<file path="src/sv/scpr_pkg.sv">
// Shared constants and types of the second-chance page replacement unit.
package scpr_pkg;

   localparam int FRAMES_DEF    = 64;
   localparam int PAGE_BITS_DEF = 20;

   // Capacity register: fixed field width and reset value.
   localparam int          CAP_W     = 7;
   localparam logic [6:0]  CAP_RESET = 7'd64;

   // Configuration port geometry and register index.
   localparam int          CSR_ADDR_W   = 3;
   localparam int          CSR_DATA_W   = 32;
   localparam logic        REG_CAPACITY = 1'b0;

   // Command broadcast from the controller to every cell.
   typedef struct packed {
      logic clear;
      logic compare;
      logic sweep;
   } cell_cmd_type;

   // Status reported by each cell to the controller.
   typedef struct packed {
      logic match;
      logic found;
      logic occupied;
   } cell_stat_type;

endpackage

</file>
<file path="src/sv/scpr_ram.sv">
// Generic single-port-write, registered-read RAM.
module scpr_ram #(
   parameter int WIDTH = 8,
   parameter int DEPTH = 16,
   localparam int ADDR_W = $clog2(DEPTH)
) (
   input  logic              clock,
   input  logic              wr_en,
   input  logic [ADDR_W-1:0] wr_addr,
   input  logic [WIDTH-1:0]  wr_data,
   input  logic              rd_en,
   input  logic [ADDR_W-1:0] rd_addr,
   output logic [WIDTH-1:0]  rd_data
);

   logic [WIDTH-1:0] mem_ff [DEPTH];
   logic [WIDTH-1:0] rd_data_ff;

   always_ff @(posedge clock) begin
      if (wr_en) begin
         mem_ff[wr_addr] <= wr_data;
      end
      if (rd_en) begin
         rd_data_ff <= mem_ff[rd_addr];
      end
   end

   assign rd_data = rd_data_ff;

endmodule

</file>
<file path="src/sv/scpr_cell.sv">
// One frame cell: page tag, valid and visited bits, and the hand token.
module scpr_cell #(
   parameter int IDX       = 0,
   parameter int PAGE_BITS = 20,
   parameter int SLOT_W    = 6
) (
   input  logic                     clock,
   input  logic                     reset,
   input  scpr_pkg::cell_cmd_type   cmd,
   input  logic [PAGE_BITS-1:0]     page_in,
   input  logic [SLOT_W-1:0]        last_idx,
   input  logic                     tok_in,
   output logic                     tok_out,
   output logic                     wrap_out,
   output scpr_pkg::cell_stat_type  stat
);
   import scpr_pkg::*;

   logic [PAGE_BITS-1:0] page_ff;
   logic                 valid_ff;
   logic                 visited_ff;
   logic                 token_ff;
   logic                 is_last;
   logic                 match;
   logic                 take;

   assign is_last = (last_idx == SLOT_W'(IDX));
   assign match   = valid_ff && (page_ff == page_in);
   // The hand stops on this cell when it holds the token and was not visited.
   assign take    = cmd.sweep && token_ff && !visited_ff;

   always_ff @(posedge clock) begin
      if (reset || cmd.clear) begin
         valid_ff   <= 1'b0;
         visited_ff <= 1'b0;
         token_ff   <= (IDX == 0);
      end else begin
         if (cmd.compare && match) begin
            visited_ff <= 1'b1;
         end
         if (cmd.sweep) begin
            if (token_ff) begin
               visited_ff <= 1'b0;
            end
            if (take) begin
               valid_ff <= 1'b1;
            end
            token_ff <= tok_in;
         end
      end
   end

   always_ff @(posedge clock) begin
      if (take) begin
         page_ff <= page_in;
      end
   end

   assign tok_out        = token_ff && !is_last;
   assign wrap_out       = token_ff && is_last;
   assign stat.match     = match;
   assign stat.found     = token_ff && !visited_ff;
   assign stat.occupied  = token_ff && valid_ff;

endmodule

</file>
<file path="src/sv/second_chance_page_replacement_unit.sv">
// Second-chance (CLOCK) page replacement unit: a request carries one page number and
// yields one response with hit, the slot now holding the page, and the evicted page.
// All in-use slots are compared at once; on a fault a one-hot hand token steps along
// the row of cells one slot per cycle, clearing visited bits until it meets a clear
// one. Requests are taken one at a time: a hit passes through the compare and emit
// states, a fault through compare, sweep, evict and emit, where the sweep clears the
// visited bits the hand meets on its way (at most the capacity). A capacity write
// empties the table at once; there is no clearing pass after reset. A response may
// wait on rsp_ready while the next request is already being worked on.
module second_chance_page_replacement_unit #(
   parameter int FRAMES    = scpr_pkg::FRAMES_DEF,
   parameter int PAGE_BITS = scpr_pkg::PAGE_BITS_DEF,
   localparam int SLOT_W   = $clog2(FRAMES)
) (
   input  logic                            clock,
   input  logic                            reset,
   input  logic                            req_valid,
   output logic                            req_ready,
   input  logic [PAGE_BITS-1:0]            req_page,
   output logic                            rsp_valid,
   input  logic                            rsp_ready,
   output logic                            rsp_hit,
   output logic [SLOT_W-1:0]               rsp_slot,
   output logic                            rsp_evicted_valid,
   output logic [PAGE_BITS-1:0]            rsp_evicted_page,
   input  logic                            csr_psel,
   input  logic                            csr_penable,
   input  logic                            csr_pwrite,
   input  logic [scpr_pkg::CSR_ADDR_W-1:0] csr_paddr,
   input  logic [scpr_pkg::CSR_DATA_W-1:0] csr_pwdata,
   output logic [scpr_pkg::CSR_DATA_W-1:0] csr_prdata,
   output logic                            csr_pready
);
   import scpr_pkg::*;

   localparam logic [2:0] ST_IDLE    = 3'd0;
   localparam logic [2:0] ST_COMPARE = 3'd1;
   localparam logic [2:0] ST_SWEEP   = 3'd2;
   localparam logic [2:0] ST_EVICT   = 3'd3;
   localparam logic [2:0] ST_EMIT    = 3'd4;

   logic [2:0]           state_ff, state_in;
   logic [PAGE_BITS-1:0] page_ff;
   logic [SLOT_W-1:0]    hand_ff, hand_in;
   logic [SLOT_W-1:0]    last_ff, last_in;
   logic [CAP_W-1:0]     cap_ff;
   logic [SLOT_W-1:0]    slot_ff;
   logic                 evv_ff;
   logic                 res_hit_ff;
   logic [SLOT_W-1:0]    res_slot_ff;
   logic                 res_evv_ff;
   logic [PAGE_BITS-1:0] res_evp_ff;
   logic                 rsp_valid_ff;
   logic                 rsp_hit_ff;
   logic [SLOT_W-1:0]    rsp_slot_ff;
   logic                 rsp_evv_ff;
   logic [PAGE_BITS-1:0] rsp_evp_ff;

   cell_cmd_type         cmd;
   cell_stat_type        stat [FRAMES];
   logic [FRAMES:0]      tok_link;
   logic [FRAMES-1:0]    wrap_vec;
   logic [FRAMES-1:0]    match_vec;
   logic [FRAMES-1:0]    found_vec;
   logic [FRAMES-1:0]    occ_vec;
   logic                 hit_any;
   logic                 found;
   logic                 occupied;
   logic [SLOT_W-1:0]    hit_idx;
   logic                 cfg_wr;
   logic [31:0]          cap_ext;
   logic                 accept;
   logic                 emit;
   logic                 ram_rd_en;
   logic                 ram_wr_en;
   logic [PAGE_BITS-1:0] ram_rd_data;

   assign accept  = req_valid && req_ready;
   assign cfg_wr  = csr_psel && csr_penable && csr_pwrite && csr_pready &&
                    (csr_paddr[CSR_ADDR_W-1] == REG_CAPACITY);

   assign cmd.clear   = cfg_wr;
   assign cmd.compare = (state_ff == ST_COMPARE);
   assign cmd.sweep   = (state_ff == ST_SWEEP);

   // The token leaving the last slot in use re-enters at slot 0.
   assign tok_link[0] = (|wrap_vec) || tok_link[FRAMES];

   for (genvar i = 0; i < FRAMES; i++) begin : g_cell
      scpr_cell #(
         .IDX       (i),
         .PAGE_BITS (PAGE_BITS),
         .SLOT_W    (SLOT_W)
      ) u_cell (
         .clock    (clock),
         .reset    (reset),
         .cmd      (cmd),
         .page_in  (page_ff),
         .last_idx (last_ff),
         .tok_in   (tok_link[i]),
         .tok_out  (tok_link[i+1]),
         .wrap_out (wrap_vec[i]),
         .stat     (stat[i])
      );
      assign match_vec[i] = stat[i].match;
      assign found_vec[i] = stat[i].found;
      assign occ_vec[i]   = stat[i].occupied;
   end

   assign hit_any  = |match_vec;
   assign found    = |found_vec;
   assign occupied = |occ_vec;

   // At most one valid slot holds a given page, so the index bits can be ORed.
   always_comb begin
      hit_idx = '0;
      for (int i = 0; i < FRAMES; i++) begin
         if (match_vec[i]) begin
            hit_idx = hit_idx | SLOT_W'(i);
         end
      end
   end

   assign ram_rd_en = (state_ff == ST_SWEEP) && found;
   assign ram_wr_en = (state_ff == ST_EVICT);

   scpr_ram #(
      .WIDTH (PAGE_BITS),
      .DEPTH (FRAMES)
   ) u_page_ram (
      .clock   (clock),
      .wr_en   (ram_wr_en),
      .wr_addr (slot_ff),
      .wr_data (page_ff),
      .rd_en   (ram_rd_en),
      .rd_addr (hand_ff),
      .rd_data (ram_rd_data)
   );

   // Capacity of zero acts as one, and anything above FRAMES saturates.
   always_comb begin
      cap_ext = 32'(csr_pwdata[CAP_W-1:0]);
      if (cap_ext == 32'd0) begin
         last_in = '0;
      end else if (cap_ext >= 32'(FRAMES)) begin
         last_in = SLOT_W'(FRAMES - 1);
      end else begin
         last_in = SLOT_W'(cap_ext - 32'd1);
      end
   end

   assign emit = (state_ff == ST_EMIT) && (!rsp_valid_ff || rsp_ready);

   always_comb begin
      state_in = state_ff;
      hand_in  = hand_ff;
      unique case (state_ff)
         ST_IDLE: begin
            if (accept) begin
               state_in = ST_COMPARE;
            end
         end
         ST_COMPARE: begin
            state_in = hit_any ? ST_EMIT : ST_SWEEP;
         end
         ST_SWEEP: begin
            hand_in = (hand_ff == last_ff) ? '0 : hand_ff + SLOT_W'(1);
            if (found) begin
               state_in = ST_EVICT;
            end
         end
         ST_EVICT: begin
            state_in = ST_EMIT;
         end
         ST_EMIT: begin
            if (emit) begin
               state_in = ST_IDLE;
            end
         end
         default: begin
            state_in = ST_IDLE;
         end
      endcase
   end

   always_ff @(posedge clock) begin
      if (reset) begin
         state_ff     <= ST_IDLE;
         hand_ff      <= '0;
         last_ff      <= SLOT_W'(FRAMES - 1);
         cap_ff       <= CAP_RESET;
         rsp_valid_ff <= 1'b0;
      end else begin
         state_ff <= state_in;
         if (cfg_wr) begin
            cap_ff  <= csr_pwdata[CAP_W-1:0];
            last_ff <= last_in;
            hand_ff <= '0;
         end else begin
            hand_ff <= hand_in;
         end
         if (emit) begin
            rsp_valid_ff <= 1'b1;
         end else if (rsp_ready) begin
            rsp_valid_ff <= 1'b0;
         end
      end
   end

   always_ff @(posedge clock) begin
      if (accept) begin
         page_ff <= req_page;
      end
      if (ram_rd_en) begin
         slot_ff <= hand_ff;
         evv_ff  <= occupied;
      end
      if ((state_ff == ST_COMPARE) && hit_any) begin
         res_hit_ff  <= 1'b1;
         res_slot_ff <= hit_idx;
         res_evv_ff  <= 1'b0;
         res_evp_ff  <= '0;
      end
      if (state_ff == ST_EVICT) begin
         res_hit_ff  <= 1'b0;
         res_slot_ff <= slot_ff;
         res_evv_ff  <= evv_ff;
         res_evp_ff  <= evv_ff ? ram_rd_data : '0;
      end
      if (emit) begin
         rsp_hit_ff  <= res_hit_ff;
         rsp_slot_ff <= res_slot_ff;
         rsp_evv_ff  <= res_evv_ff;
         rsp_evp_ff  <= res_evp_ff;
      end
   end

   assign req_ready         = (state_ff == ST_IDLE);
   assign rsp_valid         = rsp_valid_ff;
   assign rsp_hit           = rsp_hit_ff;
   assign rsp_slot          = rsp_slot_ff;
   assign rsp_evicted_valid = rsp_evv_ff;
   assign rsp_evicted_page  = rsp_evp_ff;
   assign csr_pready        = 1'b1;
   assign csr_prdata        = (csr_paddr[CSR_ADDR_W-1] == REG_CAPACITY) ?
                              CSR_DATA_W'(cap_ff) : '0;

endmodule

</file>
<file path="config.mk">
export PLATFORM = sky130hd
export DESIGN_NAME = second_chance_page_replacement_unit
export DESIGN_NICKNAME = d
export VERILOG_FILES = /design/src/sv/scpr_pkg.sv /design/src/sv/scpr_ram.sv /design/src/sv/scpr_cell.sv /design/src/sv/second_chance_page_replacement_unit.sv
export SDC_FILE = /design/constraint.sdc
export NUM_CORES = 2
export LEC_CHECK = 0
export BUFFER_PORTS_ARGS = -buffer_cell sky130_fd_sc_hd__buf_2
export CORE_MARGIN = 3
export CORE_UTILIZATION = 50
export DETAILED_ROUTE_END_ITERATION = 10
export GPL_TIMING_DRIVEN = 0
export HOLD_SLACK_MARGIN = 0.02
export PLACE_DENSITY = 0.64
export SETUP_SLACK_MARGIN = 0.3
export SLEW_MARGIN = 20
export SYNTH_ARGS = -nofsm -noshare
export SYNTH_HDL_FRONTEND = slang
export SYNTH_SLANG_ARGS = --single-unit
export TNS_END_PERCENT = 5
</file>
<file path="constraint.sdc">
create_clock -name clock -period 8.59 [get_ports clock]
set_input_delay 0.859 -clock clock [delete_from_list [all_inputs] [get_ports clock]]
set_output_delay 0.859 -clock clock [all_outputs]
set_load 0.05 [all_outputs]
</file>
* Yosys cells after proc, flatten, opt, wreduce, memory -nomap -nowiden
Memories as Yosys holds them, arrays and structs flattened. A register that Yosys moved wholly into a read port is not among the register bits.
Cells that the tools add are included.
** Cells by class
- Add/subtract/negate cells :: 2
- $lt $le $gt $ge :: 1
- Equality and inequality tests :: 135
- Mux-type cells :: 993
- Bitwise gates (word level) :: 1
- Reductions and logical operators :: 792
** Operators with widths (count)
- $eq A20 B20 Y1 :: 64
- $mux W1 :: 906
- $logic_and A1 B1 Y1 :: 519
- $mux W6 :: 43
- $reduce_or A64 Y1 :: 4
- $eq A6 B6 Y1 const B :: 32
- $reduce_bool A2 Y1 :: 67
- $logic_not A1 Y1 :: 129
- $reduce_and A2 Y1 :: 64
- $eq A6 B5 Y1 const B :: 16
- $mux W5 :: 16
- $mux W20 :: 3
- $eq A6 B4 Y1 const B :: 8
- $mux W3 :: 11
- $mux W4 :: 8
- $eq A6 B3 Y1 const B :: 4
- $mux W7 :: 3
- $pmux W3 S5 :: 1
- $eq A6 B2 Y1 const B :: 2
- $ge A7 B7 Y1 const B :: 1
- $logic_not A7 Y1 :: 1
- $add A6 B1 Y6 const B :: 1
- $eq A3 B2 Y1 const B :: 2
- $eq A6 B1 Y1 const B :: 1
- 13 further kinds :: 18
** Word-level totals
- Bits in registers :: 1578
- Memory bits (writable) :: 1280
- Input port bits :: 62
- Output and inout bits :: 63
- Word-level logic and storage cells :: 2197
- Memories :: 1
** Memories
- u_page_ram.mem_ff :: depth 64, width 20, rd ports 1, clocked after Yosys merged registers in 1, wr ports 1, RTL line scpr_ram.sv:16 : logic [WIDTH-1:0] mem_ff [DEPTH];

* Logic depth before layout (Yosys ltp)
- Depth after elaboration :: 67
- Depth in mapped cells :: 12
- Gate-level depth less buffers :: 9

* Cells and area by module
Synthesis repeated with hierarchy kept, for this count alone.
** Unflattened totals
- Cell total of the unflattened synthesis :: 7076
- Area total of the unflattened synthesis :: 119392.0 um^2
** Modules (own cells, without submodules)
- scpr_ram :: times used 1, cells each 2223, area an instance 49752.7 um^2, sequential area each 39037.4 um^2
- scpr_cell (g_cell[10].u_cell ...) :: times used 16, cells each 69, area an instance 1014.7 um^2, sequential area each 660.6 um^2
- scpr_cell (g_cell[21].u_cell ...) :: times used 10, cells each 70, area an instance 1014.7 um^2, sequential area each 660.6 um^2
- scpr_cell (g_cell[11].u_cell ...) :: times used 6, cells each 69, area an instance 1012.2 um^2, sequential area each 660.6 um^2
- scpr_cell (g_cell[13].u_cell ...) :: times used 6, cells each 68, area an instance 1012.2 um^2, sequential area each 660.6 um^2
- second_chance_page_replacement_unit :: times used 1, cells each 417, area an instance 4785.8 um^2, sequential area each 2942.8 um^2
- scpr_cell (g_cell[17].u_cell ...) :: times used 4, cells each 69, area an instance 1016.0 um^2, sequential area each 660.6 um^2
- scpr_cell (g_cell[20].u_cell ...) :: times used 4, cells each 70, area an instance 1013.5 um^2, sequential area each 660.6 um^2
- scpr_cell (g_cell[16].u_cell ...) :: times used 4, cells each 70, area an instance 1011.0 um^2, sequential area each 660.6 um^2
- scpr_cell (g_cell[19].u_cell ...) :: times used 2, cells each 69, area an instance 1013.5 um^2, sequential area each 660.6 um^2
- scpr_cell (g_cell[1].u_cell ...) :: times used 2, cells each 68, area an instance 1013.5 um^2, sequential area each 660.6 um^2
- scpr_cell (g_cell[4].u_cell ...) :: times used 2, cells each 71, area an instance 1012.2 um^2, sequential area each 660.6 um^2
- scpr_cell (g_cell[51].u_cell ...) :: times used 2, cells each 70, area an instance 1012.2 um^2, sequential area each 660.6 um^2
- scpr_cell (g_cell[15].u_cell ...) :: times used 2, cells each 69, area an instance 1009.7 um^2, sequential area each 660.6 um^2
- +4 rows

* Least setup slack after synthesis
No wires, ideal clock.
- Path type :: reg-to-reg
- Start :: register page_ff[14]
- End :: register res_evp_ff[0], enable pin
- Setup time :: 382 ps
- Arrival :: 4071 ps
- Required time :: 8208 ps
- Setup slack :: 4137 ps
- Stages on the path, launching flop included :: 13
- Path buffers :: 3
- Clock period less this slack :: 4453 ps
- Cells stage by stage :: edfxtp_1 > buf_4 > buf_6 > buf_4 > xnor2_1 > nand3_1 > nor4_1 > nand4_1 > nand4_1 > nor2_1 > nand4b_1 > o31ai_2 > inv_1
** On the way
- Word-level cells in the longest chain between the ends :: 5
- Elaborated cells between the ends (all ways) :: 131
- Classes of those cells :: eq/ne (64); reduce/logical (67)
** Ends and longest elaborated chain
- start: declaration :: RTL line second_chance_page_replacement_unit.sv:43 : logic [PAGE_BITS-1:0] page_ff;
- start signal: assignment :: RTL line second_chance_page_replacement_unit.sv:212 : page_ff <= req_page;
- $eq A20 B20 Y1 :: RTL line scpr_cell.sv:28 : assign match = valid_ff && (page_ff == page_in);
- $logic_and A1 B1 Y1 :: RTL line scpr_cell.sv:28
- $reduce_or A64 Y1 * :: RTL line second_chance_page_replacement_unit.sv:110 : assign hit_any = |match_vec;
- $logic_and A1 B1 Y1 * :: RTL line second_chance_page_replacement_unit.sv:218 : if ((state_ff == ST_COMPARE) && hit_any) begin
- $reduce_bool A2 Y1 (no source line) *
- end signal: assignment :: RTL line second_chance_page_replacement_unit.sv:228 : res_evp_ff <= evv_ff ? ram_rd_data : '0;
- end: declaration :: RTL line second_chance_page_replacement_unit.sv:52 : logic [PAGE_BITS-1:0] res_evp_ff;
Mark *: on every way between the ends. The rest lies on a longest branch, timed or not.
A chain may end at the register's enable or synchronous reset.

* Worst setup path after layout
- Start :: register page_ff[10]
- End :: register res_slot_ff[0], enable pin
** On the way
- Word-level cells in the longest chain between the ends :: 5
- Elaborated cells between the ends (all ways) :: 131
- Classes of those cells :: eq/ne (64); reduce/logical (67)
** Ends and longest elaborated chain
- $eq A20 B20 Y1 :: RTL line scpr_cell.sv:28
- $logic_and A1 B1 Y1 :: RTL line scpr_cell.sv:28
- $reduce_or A64 Y1 * :: RTL line second_chance_page_replacement_unit.sv:110
- $logic_and A1 B1 Y1 * :: RTL line second_chance_page_replacement_unit.sv:218
- $reduce_bool A2 Y1 (no source line) *
- end signal: assignment :: RTL line second_chance_page_replacement_unit.sv:220 : res_slot_ff <= hit_idx;
- end signal: assignment :: RTL line second_chance_page_replacement_unit.sv:226 : res_slot_ff <= slot_ff;
- end: declaration :: RTL line second_chance_page_replacement_unit.sv:50 : logic [SLOT_W-1:0] res_slot_ff;
Marks and branches as above.

==> qor.yml <==
dpl.hpwl_um: 268900
fin_tns_setup_ps: 0
hp-class: "input port to flip-flop"
cts_root_buffer: "clkbuf_16"
die_width_um: 488.0
comb_power_share: 0.095
worstMarginPinSlew_ps: 1269
cts_tree: "built"
yosysSeqAreaShare: 0.7253
crit_required_ps: 9190
drtIter0Drc: 8372
period_minus_slack_ps: 5572
vdd_drop_max_uv: 257.1
grt_pass1_vias: 63840
p_sw_frac: 0.2343
clock_latency_ps: 950
cp-end-kind: "flip-flop"
post-route-period-util: 0.6487
syn-cell-area_um2: 116200
cts_resized: 0
whs_path_depth: 1
worst-r2r-cell-count: 14
hp-start: "req_page[11]"
p_sw_mw: 7.376
port_buffers: 71
critPathMaxStageDelay_ps: 990
gp_congestion: 1.005
numCtsBuffers: 314
areaGrowthSynthToFinish_pct: 17.09
grt_pass1_wl_um: 522600
grt_max_degree: 30
cts_setup_buffers: 0
crit_top_cell: "nand4_1"
startpoint: "page_ff[10]"
dr.pass1.iters: 9
powerDensity_nw_per_um2: 231.4
utilization: 0.5900
timing.hold.ws_ps: 129.6
reg2reg_to: "res_slot_ff[0]"
max_slew_margin: 0.1489
status: "finished, final reports clean"
viasPerCell: 6.200
drive_above_1_share: 0.2092
synth_edf_count: 2662
syn_inst: 6590
worstPathCellList: "buf_16 > buf_8 > buf_6 > buf_6 > xnor2_1 > nand4_1 > nor4_1 > nand4_1 > nand4_1 > nor4b_2 > nand4_2 > o31ai_2 > inv_2 > buf_12"
hold_viol: 0
synth_area_leaders: "edfxtp_1, mux4_2, xnor2_1, dfxtp_1, xor2_1"
r2r_slack_ps: 3020
cp.arrival_ps: 6170
rr_startpoint: "page_ff[10]"
cap_violations: 0
drv_slew: 0
antenna_found_initial: 9
skew_ps: 70.66
ys.flop_type: "edfxtp_1"
place_ws_ps: 3265
yosys_warnings: 0
grt-ovfl-total: 0
power.leakage_nw: 42.55
cts_buffer_depth: 4
seqPwrFrac: 0.493
ant_nets: 0
crit_type: "flip-flop to flip-flop"
crit_fanout: 24
synth_area_leader_cell: "edfxtp_1"
via_count: 65400
coreArea_um2: 230600
rows: 176
setup_viol: 0
whs_endpoint: "page_ff[11]"
final_common_cell: "edfxtp_1"
rsz0062_at_grt: "no"
htree_num_levels: 5
fp.dieH_um: 488.0
p_int_mw: 24.10
routedWlPerCell_um: 36.18
numClockSinks: 2878
grt_usage: 0.3200
pwr-share-clk: 0.412
routed_wl_um: 381600
pin_count: 125
finalWorstSetupSlack_ps: 3018
max_freq_ghz: 0.1795
postSynthAreaPerCell_um2: 17.63
clkTransAtPathRegs_ps: 60
ys_ff_latch: 2878
synth_top_area_frac: 0.6881
yosys.cell_types.count: 59
postCtsHoldBufs: 0
start_util: 0.5039
async_flop_share: 0
final_cell_mix: "edfxtp_1, xnor2_1, mux4_2, clkbuf_16, xor2_1"
die-area_um2: 238200
n_fill_cell: 16950
slowest_stage: "nor4_1"
final_nets: 7356
critPathLaunchType: "flip-flop"
drcViolationCount: 0
-- state kept, by name (all words and copies together) (netlist names), 7 cells and up --
signal,flops
g_cell.u_cell.visited_ff,64
u_page_ram.rd_data,20
rsp_evicted_page,20
page_ff,20
g_cell.u_cell.token_ff,64
cap_ff,7
g_cell.u_cell.page_ff,1280
u_page_ram.mem_ff,1280
res_evp_ff,20
g_cell.u_cell.valid_ff,64
-- per-stage QoR --
stage / cell area (µm²) / total power [mW] / cells
global route: 136000 / 32.22 / 10540
global placement: 120400 / 18.57 / 9711
finish: 136000 / 31.48 / 10550
CTS: 136000 / 31.59 / 10540
floorplan: 116300 / 17.38 / 6614
detailed placement: 126300 / 18.79 / 10000
-- power by group through the flow --
stage | registers, mW | clock network, mW | logic (mW)
6_report | 15.5 | 13.0 | 2.98
5_1_grt | 15.5 | 13.6 | 3.07
4_1_cts | 15.5 | 13.1 | 2.97
3_5_place_dp | 15.8 | 0 | 2.96
3_3_place_gp | 16.4 | 0 | 2.18
2_1_floorplan | 16.0 | 0 | 1.40
-- kinds of logic (layout without fill, tap and decap cells) --
kind of cell,after synthesis,count (layout),synth area share
buf+inv,420,1320,0.02305
compound gates,378,378,0.02337
mux,400,400,0.07754
fa+ha+maj,3,3,0.0003231
xor+xnor,1293,1293,0.09748
simple gates,1216,1216,0.05287
flops,2878,2878,0.7253
other cells,2,34,0.00006464
-- cell usage after synthesis, types with 3 or more instances --
library cell,instances
edfxtp_1,2662
xnor2_1,1004
mux4_2,400
nor2_1,337
xor2_1,289
nand4_1,272
nand2_1,225
dfxtp_1,216
nor4_1,145
clkbuf_1,125
a21oi_1,99
buf_4,87
nand3_1,84
buf_6,79
inv_1,66
o211ai_1,64
o211a_1,47
nor2b_1,38
a221oi_1,34
buf_2,33
a31oi_1,28
nor3_1,25
a211oi_1,22
and2_1,22
nand2b_1,21
a22o_1,20
buf_1,17
o22ai_1,17
o21ai_0,16
a22oi_1,15
and3_1,11
buf_8,11
nor3b_1,11
nand3b_1,5
and4_1,4
nand4b_1,4
a221o_1,3
ha_1,3
or2_2,3
or3_1,3
-- final cells by class --
class	count	area, µm²	share of cell area
antenna	8	20.02	0.0001472
buffer	353	2431	0.01787
clock buffer	400	8502	0.06250
clock inverter	139	1204	0.008849
inverter	67	251.5	0.001849
multi-input combinational	3316	30390	0.2234
sequential	2878	84260	0.6194
tap	3026	3786	0.02783
timing repair buffer	361	5184	0.03811
-- worst max-delay path, delay by kind of cell, from the launching register on --
family                 cells  cell delay [ps]
AO/OA/AOI/OAI              1              150
XOR/XNOR                   1              150
buffers and inverters      6             1470
flip-flops                 1              820
AND/OR/NAND/NOR            6             2560
-- layer usage --
metal	GRT usage	part of all wire	vias up
met5	0	0	-
met4	0.1787	0.067	0
met3	0.04781	0.076	827
met2	0.5133	0.48	3395
met1	0.4219	0.38	34450
li1	-	-	26720
-- worst max path at each step --
stage                          end  depth (start not counted)
floorplan            res_evp_ff[0]                         12
global placement    res_slot_ff[0]                         11
detailed placement  res_slot_ff[1]                         12
CTS                 res_slot_ff[1]                         12
global route        res_slot_ff[0]                         14
finish              res_slot_ff[0]                         14
Power figures use the tool's default switching activity.
